**src/rtl/core/cubemap_face_texel_select_core_defines.svh**
```systemverilog
// Assertion macros shared by the cube map face/texel select RTL.
// Included by the modules that carry concurrent checks; no other dependencies.
`ifndef CUBEMAP_FACE_TEXEL_SELECT_CORE_DEFINES_SVH
`define CUBEMAP_FACE_TEXEL_SELECT_CORE_DEFINES_SVH

// Checked only while out of reset.
`define CFTS_ASSERT(lbl, clk, rstn, prop, msg) \
    lbl: assert property (@(posedge clk) disable iff (!(rstn)) prop) else $error(msg);

// Checked at every edge, reset included.
`define CFTS_ASSERT_ALWAYS(lbl, clk, prop, msg) \
    lbl: assert property (@(posedge clk) prop) else $error(msg);

`endif

```
**src/rtl/core/cfts_pkg.sv**
```systemverilog
// Shared types and constants for the cube map face/texel select core.
// No dependencies; used by every module of the block.
package cfts_pkg;

    localparam int DIR_W         = 16;
    localparam int DOT_W         = DIR_W + 1;     // negated -1.0 needs one more bit
    localparam int DIR_FRAC_BITS = 15;
    localparam int COORD_FRAC    = DIR_FRAC_BITS + 16;
    localparam int INV_SQRT2_Q16 = 46341;
    localparam int CFG_W         = 13;
    localparam int CFG_IDX_W     = 2;
    localparam int TEX_W         = 12;
    localparam int FACE_W        = 3;
    localparam int DEF_MAX_FACE_SIZE = 4096;
    localparam int SIZE_RESET    = 256;
    localparam int Q_DEPTH       = 4;

    localparam logic [CFG_IDX_W-1:0] REG_FACE_WIDTH  = 2'd0;
    localparam logic [CFG_IDX_W-1:0] REG_FACE_HEIGHT = 2'd1;

    localparam logic [FACE_W-1:0] FACE_FRONT  = 3'd0;
    localparam logic [FACE_W-1:0] FACE_RIGHT  = 3'd1;
    localparam logic [FACE_W-1:0] FACE_BACK   = 3'd2;
    localparam logic [FACE_W-1:0] FACE_LEFT   = 3'd3;
    localparam logic [FACE_W-1:0] FACE_TOP    = 3'd4;
    localparam logic [FACE_W-1:0] FACE_BOTTOM = 3'd5;

    // Classified item handed from the front end to the back end.
    typedef struct packed {
        logic [FACE_W-1:0] face;
        logic              no_face;
        logic [DOT_W-1:0]  side_dot;  // signed, column axis
        logic [DOT_W-1:0]  up_dot;    // signed, row axis
    } t_item;

endpackage

```
**src/rtl/core/cfts_front.sv**
```systemverilog
// Front end: face selection and axis pick for one direction item.
// Depends on cfts_pkg.
module cfts_front (
    input  logic [cfts_pkg::DIR_W-1:0] i_dir_x,
    input  logic [cfts_pkg::DIR_W-1:0] i_dir_y,
    input  logic [cfts_pkg::DIR_W-1:0] i_dir_z,
    output cfts_pkg::t_item            o_item
);
    import cfts_pkg::*;

    logic signed [DOT_W-1:0] dx, dy, dz;
    logic signed [DOT_W-1:0] dots [6];
    logic signed [DOT_W-1:0] best;
    logic [FACE_W-1:0]       face;
    logic                    found;
    logic signed [DOT_W-1:0] up_dot, side_dot;

    always_comb begin
        dx = {i_dir_x[DIR_W-1], i_dir_x};
        dy = {i_dir_y[DIR_W-1], i_dir_y};
        dz = {i_dir_z[DIR_W-1], i_dir_z};
        dots[0] = -dz;
        dots[1] = dx;
        dots[2] = dz;
        dots[3] = -dx;
        dots[4] = dy;
        dots[5] = -dy;
        best  = '0;
        face  = FACE_FRONT;
        found = 1'b0;
        // strict compare keeps ties on the earlier face
        for (int i = 0; i < 6; i++) begin
            if (dots[i] > best) begin
                best  = dots[i];
                face  = FACE_W'(i);
                found = 1'b1;
            end
        end
    end

    always_comb begin
        unique case (face)
            FACE_FRONT: begin
                up_dot = dy;  side_dot = -dx;
            end
            FACE_RIGHT: begin
                up_dot = dy;  side_dot = -dz;
            end
            FACE_BACK: begin
                up_dot = dy;  side_dot = dx;
            end
            FACE_LEFT: begin
                up_dot = dy;  side_dot = dz;
            end
            FACE_TOP: begin
                up_dot = dz;  side_dot = -dx;
            end
            default: begin
                up_dot = -dz; side_dot = -dx;
            end
        endcase
    end

    assign o_item.face     = face;
    assign o_item.no_face  = !found;
    assign o_item.side_dot = side_dot;
    assign o_item.up_dot   = up_dot;

endmodule

```
**src/rtl/core/cfts_queue.sv**
```systemverilog
// Short item queue between front and back end.
// Depends on cfts_pkg and the shared assertion macros.
`include "cubemap_face_texel_select_core_defines.svh"
module cfts_queue (
    input  logic            i_clk,
    input  logic            i_rst_n,
    input  logic            i_push,
    input  cfts_pkg::t_item i_item,
    output logic            o_full,
    input  logic            i_pop,
    output logic            o_valid,
    output cfts_pkg::t_item o_item
);
    import cfts_pkg::*;

    localparam int PTR_W = $clog2(Q_DEPTH);
    localparam int CNT_W = $clog2(Q_DEPTH + 1);

    t_item              r_mem [Q_DEPTH];
    logic [PTR_W-1:0]   r_wr_ptr, r_rd_ptr;
    logic [CNT_W-1:0]   r_count;
    logic               do_push, do_pop;

    assign o_full  = (r_count == CNT_W'(Q_DEPTH));
    assign o_valid = (r_count != '0);
    assign o_item  = r_mem[r_rd_ptr];
    assign do_push = i_push && !o_full;
    assign do_pop  = i_pop && o_valid;

    always_ff @(posedge i_clk) begin
        if (do_push) begin
            r_mem[r_wr_ptr] <= i_item;
        end
    end

    always_ff @(posedge i_clk) begin
        if (!i_rst_n) begin
            r_wr_ptr <= '0;
            r_rd_ptr <= '0;
            r_count  <= '0;
        end else begin
            if (do_push) begin
                r_wr_ptr <= r_wr_ptr + 1'b1;
            end
            if (do_pop) begin
                r_rd_ptr <= r_rd_ptr + 1'b1;
            end
            if (do_push && !do_pop) begin
                r_count <= r_count + 1'b1;
            end else if (do_pop && !do_push) begin
                r_count <= r_count - 1'b1;
            end
        end
    end

    `CFTS_ASSERT_ALWAYS(a_count_max, i_clk, !i_rst_n || r_count <= CNT_W'(Q_DEPTH), "overfill")
    `CFTS_ASSERT(a_ptr_gap, i_clk, i_rst_n, PTR_W'(r_wr_ptr - r_rd_ptr) == PTR_W'(r_count), "gap")

endmodule

```
**src/rtl/core/cfts_back.sv**
```systemverilog
// Back end: texel index math for side and up axes, three elastic stages.
// Depends on cfts_pkg and the shared assertion macros.
`include "cubemap_face_texel_select_core_defines.svh"
module cfts_back #(
    parameter int MAX_FACE_SIZE = cfts_pkg::DEF_MAX_FACE_SIZE
) (
    input  logic                        i_clk,
    input  logic                        i_rst_n,
    input  logic                        i_valid,
    input  cfts_pkg::t_item             i_item,
    output logic                        o_pop,
    input  logic [cfts_pkg::CFG_W-1:0]  i_face_width,
    input  logic [cfts_pkg::CFG_W-1:0]  i_face_height,
    output logic                        o_valid,
    input  logic                        i_ready,
    output logic [cfts_pkg::FACE_W-1:0] o_face,
    output logic [cfts_pkg::TEX_W-1:0]  o_texel_x,
    output logic [cfts_pkg::TEX_W-1:0]  o_texel_y,
    output logic                        o_no_face
);
    import cfts_pkg::*;

    localparam int LIM_W  = $clog2(MAX_FACE_SIZE);
    localparam int PROD_W = DOT_W + 17;
    localparam int U_W    = PROD_W + 1;
    localparam int UP_W   = U_W - 1;
    localparam int MUL_W  = UP_W + LIM_W;
    localparam int IDX_W  = MUL_W - COORD_FRAC;
    localparam logic signed [16:0]    K_S    = 17'sd46341;
    localparam logic signed [U_W-1:0] HALF_U = U_W'(64'd1 << (COORD_FRAC - 1));

    function automatic logic [LIM_W-1:0] lim_of(input logic [CFG_W-1:0] sz);
        logic [LIM_W-1:0] r;
        if (sz == '0) begin
            r = '0;
        end else if (32'(sz) > MAX_FACE_SIZE) begin
            r = LIM_W'(MAX_FACE_SIZE - 1);
        end else begin
            r = LIM_W'(sz - CFG_W'(1));
        end
        return r;
    endfunction

    logic [LIM_W-1:0] lim [2];
    logic             rdy1, rdy2, rdy_o;

    // stage 1: dot times 1/sqrt2
    logic                     r_v1, r_nf1;
    logic [FACE_W-1:0]        r_face1;
    logic signed [PROD_W-1:0] r_p1 [2];
    logic signed [DOT_W-1:0]  d [2];

    // stage 2: offset and scale by size - 1
    logic                     r_v2, r_nf2;
    logic [FACE_W-1:0]        r_face2;
    logic [MUL_W-1:0]         r_m2 [2];
    logic [MUL_W-1:0]         n_m2 [2];
    logic signed [U_W-1:0]    u [2];

    // output stage: shift and clamp
    logic                     r_vo, r_nf_o;
    logic [FACE_W-1:0]        r_face_o;
    logic [TEX_W-1:0]         r_tx, r_ty;
    logic [TEX_W-1:0]         n_tex [2];
    logic [IDX_W-1:0]         idx [2];

    assign lim[0] = lim_of(i_face_width);
    assign lim[1] = lim_of(i_face_height);

    assign rdy_o = !r_vo || i_ready;
    assign rdy2  = !r_v2 || rdy_o;
    assign rdy1  = !r_v1 || rdy2;
    assign o_pop = i_valid && rdy1;

    assign d[0] = $signed(i_item.side_dot);
    assign d[1] = $signed(i_item.up_dot);

    always_comb begin
        for (int l = 0; l < 2; l++) begin
            u[l] = HALF_U - r_p1[l];
            if (!u[l][U_W-1] && (u[l] != '0)) begin
                n_m2[l] = MUL_W'(u[l][UP_W-1:0]) * MUL_W'(lim[l]);
            end else begin
                n_m2[l] = '0;
            end
            idx[l] = r_m2[l][MUL_W-1:COORD_FRAC];
            if (r_nf2) begin
                n_tex[l] = '0;
            end else if (idx[l] > IDX_W'(lim[l])) begin
                n_tex[l] = TEX_W'(lim[l]);
            end else begin
                n_tex[l] = TEX_W'(idx[l]);
            end
        end
    end

    always_ff @(posedge i_clk) begin
        if (!i_rst_n) begin
            r_v1 <= 1'b0;
            r_v2 <= 1'b0;
            r_vo <= 1'b0;
        end else begin
            if (rdy1) begin
                r_v1 <= i_valid;
            end
            if (rdy2) begin
                r_v2 <= r_v1;
            end
            if (rdy_o) begin
                r_vo <= r_v2;
            end
        end
    end

    always_ff @(posedge i_clk) begin
        if (rdy1) begin
            r_face1 <= i_item.face;
            r_nf1   <= i_item.no_face;
            for (int l = 0; l < 2; l++) begin
                r_p1[l] <= d[l] * K_S;
            end
        end
        if (rdy2) begin
            r_face2 <= r_face1;
            r_nf2   <= r_nf1;
            for (int l = 0; l < 2; l++) begin
                r_m2[l] <= n_m2[l];
            end
        end
        if (rdy_o) begin
            r_face_o <= r_nf2 ? FACE_FRONT : r_face2;
            r_nf_o   <= r_nf2;
            r_tx     <= n_tex[0];
            r_ty     <= n_tex[1];
        end
    end

    assign o_valid   = r_vo;
    assign o_face    = r_face_o;
    assign o_texel_x = r_tx;
    assign o_texel_y = r_ty;
    assign o_no_face = r_nf_o;

    `CFTS_ASSERT(a_noface_zero, i_clk, i_rst_n, (r_vo && r_nf_o) |-> (r_face_o == FACE_FRONT && r_tx == '0 && r_ty == '0), "no-face item carries nonzero fields")
    `CFTS_ASSERT(a_face_range, i_clk, i_rst_n, r_vo |-> (r_face_o <= FACE_BOTTOM), "face code out of range")
    `CFTS_ASSERT(a_tex_clamp, i_clk, i_rst_n, r_vo |-> (r_tx <= TEX_W'(lim[0]) && r_ty <= TEX_W'(lim[1])), "texel index above face limit")

endmodule

```
**src/rtl/core/cubemap_face_texel_select_core.sv**
```systemverilog
// Cube map face select and texel addressing, top level.
// Path: an accepted item is written to the queue, then passes the product stage, the scale
// stage and the output register; it waits behind any items already held in the queue.
// Throughput: one item per cycle while m_axis_tready is high, set by the fully pipelined two-lane back end.
// Reset (synchronous, active low) empties queue and stages; sizes go to 256.
module cubemap_face_texel_select_core #(
    parameter int MAX_FACE_SIZE = cfts_pkg::DEF_MAX_FACE_SIZE
) (
    input  logic                           i_clk,
    input  logic                           i_rst_n,
    input  logic                           i_cfg_we,
    input  logic [cfts_pkg::CFG_IDX_W-1:0] i_cfg_idx,
    input  logic [cfts_pkg::CFG_W-1:0]     i_cfg_data,
    input  logic                           s_axis_tvalid,
    output logic                           s_axis_tready,
    input  logic [47:0]                    s_axis_tdata,  // dir_x, dir_y, dir_z
    output logic                           m_axis_tvalid,
    input  logic                           m_axis_tready,
    output logic [31:0]                    m_axis_tdata,  // face, texel_x, texel_y, zero pad
    output logic                           m_axis_tuser   // no_face
);
    import cfts_pkg::*;

    logic [CFG_W-1:0]  r_face_width, r_face_height;
    t_item             front_item, q_item;
    logic              q_full, q_valid, q_pop;
    logic [FACE_W-1:0] face;
    logic [TEX_W-1:0]  texel_x, texel_y;

    always_ff @(posedge i_clk) begin
        if (!i_rst_n) begin
            r_face_width  <= CFG_W'(SIZE_RESET);
            r_face_height <= CFG_W'(SIZE_RESET);
        end else if (i_cfg_we) begin
            unique case (i_cfg_idx)
                REG_FACE_WIDTH:  r_face_width  <= i_cfg_data;
                REG_FACE_HEIGHT: r_face_height <= i_cfg_data;
                default: ;
            endcase
        end
    end

    cfts_front u_front (
        .i_dir_x (s_axis_tdata[15:0]),
        .i_dir_y (s_axis_tdata[31:16]),
        .i_dir_z (s_axis_tdata[47:32]),
        .o_item  (front_item)
    );

    assign s_axis_tready = !q_full;

    cfts_queue u_queue (
        .i_clk   (i_clk),
        .i_rst_n (i_rst_n),
        .i_push  (s_axis_tvalid),
        .i_item  (front_item),
        .o_full  (q_full),
        .i_pop   (q_pop),
        .o_valid (q_valid),
        .o_item  (q_item)
    );

    cfts_back #(
        .MAX_FACE_SIZE (MAX_FACE_SIZE)
    ) u_back (
        .i_clk         (i_clk),
        .i_rst_n       (i_rst_n),
        .i_valid       (q_valid),
        .i_item        (q_item),
        .o_pop         (q_pop),
        .i_face_width  (r_face_width),
        .i_face_height (r_face_height),
        .o_valid       (m_axis_tvalid),
        .i_ready       (m_axis_tready),
        .o_face        (face),
        .o_texel_x     (texel_x),
        .o_texel_y     (texel_y),
        .o_no_face     (m_axis_tuser)
    );

    assign m_axis_tdata = {5'd0, texel_y, texel_x, face};

endmodule
```
**config.mk**
```make
export PLATFORM = sky130hd
export DESIGN_NAME = cubemap_face_texel_select_core
export DESIGN_NICKNAME = d
export VERILOG_FILES = /design/src/rtl/core/cfts_pkg.sv /design/src/rtl/core/cfts_front.sv /design/src/rtl/core/cfts_queue.sv /design/src/rtl/core/cfts_back.sv /design/src/rtl/core/cubemap_face_texel_select_core.sv
export VERILOG_INCLUDE_DIRS = /design/src /design/src/rtl/core
export SDC_FILE = /design/constraint.sdc
export NUM_CORES = 2
export LEC_CHECK = 0
export BUFFER_PORTS_ARGS = -buffer_cell sky130_fd_sc_hd__buf_4
export CORE_ASPECT_RATIO = 1.1
export CORE_UTILIZATION = 40
export DETAILED_ROUTE_END_ITERATION = 8
export MAX_ROUTING_LAYER = met4
export PLACE_DENSITY = 0.57
export SETUP_SLACK_MARGIN = 0.02
export SLEW_MARGIN = 25
export SYNTH_ARGS = -nofsm -noshare
export SYNTH_HDL_FRONTEND = slang
export SYNTH_SLANG_ARGS = --single-unit
```
**constraint.sdc**
```tcl
create_clock -name i_clk -period 30.1 [get_ports i_clk]
set_input_delay 3.01 -clock i_clk [delete_from_list [all_inputs] [get_ports i_clk]]
set_output_delay 3.01 -clock i_clk [all_outputs]
set_load 0.02 [all_outputs]
```
After elaboration in Yosys (flattened, before gate mapping). Memories as Yosys holds them, arrays and structs flattened. A register that Yosys moved wholly into a read port is not among the register bits. Cells that the tools add are included. Widths: inputs -> output; s select.

Register bits: 72. RAM bits: 312. Bits of input ports: 68. Output and inout port bits: 35. Word-level logic and storage cells: 116. Memories kept: 3.

Add/sub/neg operators: 11. Multipliers: 4. Magnitude comparators: 10. Eq/ne operators: 6. Multiplexer cells: 36. Reductions and logical operators: 30.

Memory list: u_queue.r_mem (words 4, width 38, rd ports 1, clocked after memory_dff 1, write ports 1, line cfts_queue.sv:19) `t_item r_mem [Q_DEPTH];`; u_back.r_m2 (words 2, width 46, rd ports 2, clocked after memory_dff 0, write ports 2, line cfts_back.sv:56) `logic [MUL_W-1:0] r_m2 [2];`; u_back.r_p1 (words 2, width 34, rd ports 2, clocked after memory_dff 0, write ports 2, line cfts_back.sv:50) `logic signed [PROD_W-1:0] r_p1 [2];`.

Operators by type and width (count): $mul 34x12->46 (2); $mux 46 (2); $mux 17 (5); $mux 12 (6); $reduce_bool 35->1 (2); $sub 32x34->35 const A (2); $mul 17x17->34 const B (2); $gt 16x17->1 (3); $neg 16->17 (3); $pmux 17 s3 (1); $gt 17x17->1 (2); $pmux 17 s2 (1); $gt 15x12->1 (2); $gt 13x13->1 const B (2); $logic_not 13->1 (2); $sub 12x1->12 const B (2); $gt 17x1->1 const B (1); $mux 1 (13); $mux 3 (4); $logic_not 1->1 (9); $mux 2 (4); $logic_and 1x1->1 (7); $eq 3x2->1 const B (2); $eq 3x3->1 const B (2); other kinds (12) (16).

Depth between registers and ports, before layout.
Depth after elaboration: 16. Depth in mapped cells: 71. Gate-level depth less buffers: 59.

Modules after synthesis. From an unflattened synthesis, not the netlist that was laid out.

Cell total of the unflattened synthesis: 5670. Area total of the unflattened synthesis: 53278.6 sq um.

By module, submodules not included: cfts_back (times used 1, cells an instance 4578, area each 41212.0 sq um, seq. area each 4083.9 sq um); cfts_queue (times used 1, cells an instance 246, area each 5982.0 sq um, seq. area each 4744.6 sq um); cfts_front (times used 1, cells an instance 736, area each 5027.3 sq um, seq. area each 0.0 sq um); cubemap_face_texel_select_core (times used 1, cells an instance 110, area each 1057.3 sq um, seq. area each 520.5 sq um).

Least setup slack after synthesis. No wires, ideal clock.

Path type: input to register. Start: input s_axis_tdata[32]. End: memory u_queue.r_mem[0][19] (netlist bit), data pin. Library setup time: 0.190 ns. Arrival time: 16.456 ns. Data required time: 29.910 ns. Slack: 13.454 ns. Stages on the path: 66. Buffers on the path: 12. Cells stage by stage: inv_1 > ha_1 > nor4b_1 > nand4_1 > xor2_1 > a2111o_1 > o31a_1 > clkbuf_1 > and2_1 > inv_1 > ha_1 > nand3_1 > o21bai_1 > a21boi_0 > o21bai_1 > a21oi_1 > o211ai_1 > and2_1 > [... 30 more ...] > o21ba_2 > clkbuf_1 > clkbuf_1 > nor3_1 > a221o_1 > ha_1 > a21o_1 > a21o_1 > a21oi_1 > o211a_1 > o21ai_0 > a31oi_1 > nand2b_1 > clkbuf_1 > nor3_1 > clkbuf_1 > a211oi_1 > o211ai_1.

RTL lines: start: declaration (line cubemap_face_texel_select_core.sv:16) `input logic [47:0] s_axis_tdata,`; end: declaration (line cfts_queue.sv:19).

==> flow_metrics.env <==
export IMPL_status="finished clean"
export IMPL_worst_path_most_repeated_cell="a21o_1"
export IMPL_clock_sinks=324
export IMPL_drive_above_1_share=0.06809
export IMPL_max_freq_mhz=53.72
export IMPL_fill_cells=12480
export IMPL_wl_per_cell_um=19.33
export IMPL_cts_htree_levels=2
export IMPL_grt_util_all_layers=0.2213
export IMPL_portBuffers=97
export IMPL_cts_clk_slew_worst_paths_ps=60
export IMPL_initial_utilization=0.4031
export IMPL_fp_coreArea_um2=128600
export IMPL_skew_ps=22.03
export IMPL_max_cap_violations=0
export IMPL_clock_path_buffers=3
export IMPL_placed_area_um2=54830
export IMPL_post_dp_hpwl_um=109400
export IMPL_cts_tree="yes"
export IMPL_wirelength_um=138400
export IMPL_design_area_um2=56100
export IMPL_end_kind="flop"
export IMPL_cp_start_kind="primary input"
export IMPL_whs_ps=411.6
export IMPL_synthArstFlopShare=0
export IMPL_worst_skew_pair_late_latency_ps=570
export IMPL_ys_warn_count=0
export IMPL_critPathSlowestCell="nor2_2"
export IMPL_grt_max_degree=74
export IMPL_rsz0062_at_grt="no"
export IMPL_routabilityCongestion=0.9267
export IMPL_antenna_left=0
export IMPL_post_route_util=0.4361
export IMPL_grt_pass1_vias=39910
export IMPL_critPathRequiredTime_ps=30390
export IMPL_viasPerCell=5.296
export IMPL_cts_made_buffers=39
export IMPL_tightest_slew_ps=1028
export IMPL_clockRootBuffer="clkbuf_16"
export IMPL_syn_area_um2=51850
export IMPL_synth_largest_area_cell="fa_1"
export IMPL_layout_commonest_cell="inv_1"
export IMPL_worstSetupPathType="primary input to flop"
export IMPL_drt_iter0_drc=1945
export IMPL_die_height_um=379.6
export IMPL_drv_slew=0
export IMPL_postCtsResizedCells=0
export IMPL_hold_class="flop to flop"
export IMPL_setup_viol_count_final=0
export IMPL_num_rows=138
export IMPL_hold_viol=0
export IMPL_period_minus_slack_ps=18610
export IMPL_vias=37910
export IMPL_fin_tns_setup_ps=0
export IMPL_drc_errors=0
export IMPL_grt_pass1_wl_um=223700
export IMPL_layout_common_cells="954 x inv_1, 809 x fa_1, 790 x nand2_1, 549 x ha_1, 286 x edfxtp_1"
export IMPL_die_x_um=345.3
export IMPL_area_growth_pct=8.182
export IMPL_fin_crit_sh=0.6184
export IMPL_finalNetCount=6878
export IMPL_cpPeakStageDelay_ps=790
export IMPL_yosysSeqAreaShare=0.1803
export IMPL_design_die_area_um2=131100
export IMPL_synthTopCellsByArea="fa_1 31%, edfxtp_1 17%, ha_1 13%"
export IMPL_antenna_found_initial=1
export IMPL_synth_distinct_cells=85
export IMPL_critPathArrivalTime_ps=18910
export IMPL_ys_seq_elements=324
export IMPL_synth_edf_count=286
export IMPL_grt_ovfl_total=0
export IMPL_synth_main_ff_cell="edfxtp_1"
export IMPL_slew_headroom=0.3115
export IMPL_cts_hold_buf=0
export IMPL_synth_cells=5431
export IMPL_io_pins=103
export IMPL_post_cts_buffers=0
export IMPL_synth_top_area_frac=0.3123
export IMPL_synth_avg_cell_area_um2=9.547
export IMPL_cp_max_fo=39
export IMPL_dr_pass1_iters=8
## critical path: cells and delay by family
| family | cells | cell delay, ps |
|---|---|---|
| AOI/OAI and AO/OA | 32 | 7080 |
| and+or+nand+nor | 14 | 4980 |
| adders and majority gates | 6 | 1800 |
| buffers and inverters | 6 | 1390 |
| muxes | 1 | 560 |
## layout make-up
cell class / count / area (um^2) / share of cell area
tap: 1680 / 2102 / 0.03747
sequential: 324 / 9351 / 0.1667
clock buffer: 49 / 1049 / 0.01869
timing repair buffer: 194 / 1469 / 0.02619
multi-input combinational: 3937 / 38370 / 0.6840
inverter: 956 / 3588 / 0.06397
antenna: 1 / 2.502 / 0.00004461
clock inverter: 18 / 165.2 / 0.002944
## metal layers
| metal | part of all wire | vias to the layer above | wire length [um] | global-route usage |
|---|---|---|---|---|
| li1 | - | 17660 | - | - |
| met1 | 0.45 | 19170 | 62750 | 0.2926 |
| met2 | 0.48 | 872 | 65900 | 0.3641 |
| met3 | 0.046 | 212 | 6308 | 0.02604 |
| met4 | 0.025 | 0 | 3395 | 0.05043 |
| met5 | 0 | - | 0 | - |
## metrics by stage
stage | setup WS (ps) | std cells
2_1_floorplan | 13450 | 5435
6_report | 11490 | 7159
3_3_place_gp | 10910 | 7090
3_5_place_dp | 11190 | 7090
5_1_grt | 10470 | 7159
4_1_cts | 11780 | 7157
## cells in the mapped netlist (all sizes together), types with 19 or more instances
master / n
or4: 20
nor2: 263
nand3: 60
fa: 809
nand2b: 39
mux4: 38
nor2b: 159
a211oi: 32
a21oi: 172
and3: 21
o21ai: 93
ha: 549
mux2i: 21
nor3: 96
nand2: 790
o21a: 33
clkbuf: 203
nor4: 35
a21boi: 37
nand4: 44
o31ai: 19
inv: 954
dfxtp: 38
xor2: 83
xnor2: 123
edfxtp: 286
a21o: 120
or3: 22
and2: 29
## logic make-up (layout without fill, tap and decap cells)
| logic type | Yosys count | after routing | share of synthesized area |
|---|---|---|---|
| compound gates | 665 | 665 | 0.08658 |
| xor+xnor | 206 | 206 | 0.03494 |
| fa+ha+maj | 1358 | 1358 | 0.4448 |
| buf+inv | 1174 | 1217 | 0.08552 |
| flops | 324 | 324 | 0.1803 |
| mux | 71 | 71 | 0.02316 |
| other cells | 2 | 7 | 0.0001448 |
| simple gates | 1631 | 1631 | 0.1445 |
## registers in the layout (all words and copies together), names as in the netlist, 12 cells and up, named ones only
name              cells
r_face_height        13
r_face_width         13
u_back.o_texel_x     12
u_back.o_texel_y     12
u_back.r_m2          30
u_back.r_p1          68
u_queue.r_mem       152
## final timing paths
path                            startpoint                                to  slack [ps]  depth (start not counted)
max reg2reg  r_face_height[2]$_SDFFE_PN0P_  u_back.r_m2[0][90]$_SDFFCE_PN0P_       20130                         26
min                 u_back.r_nf1$_DFFE_PN_            u_back.r_nf2$_DFFE_PP_         410                          0
max                       s_axis_tdata[32]    u_queue.r_mem[0][22]$_DFFE_PP_       11490                         59
min reg2reg         u_back.r_nf1$_DFFE_PN_            u_back.r_nf2$_DFFE_PP_         410                          0
Power is not shown: default switching activity piles up to over one toggle a cycle in this logic, so the estimate is an artifact.
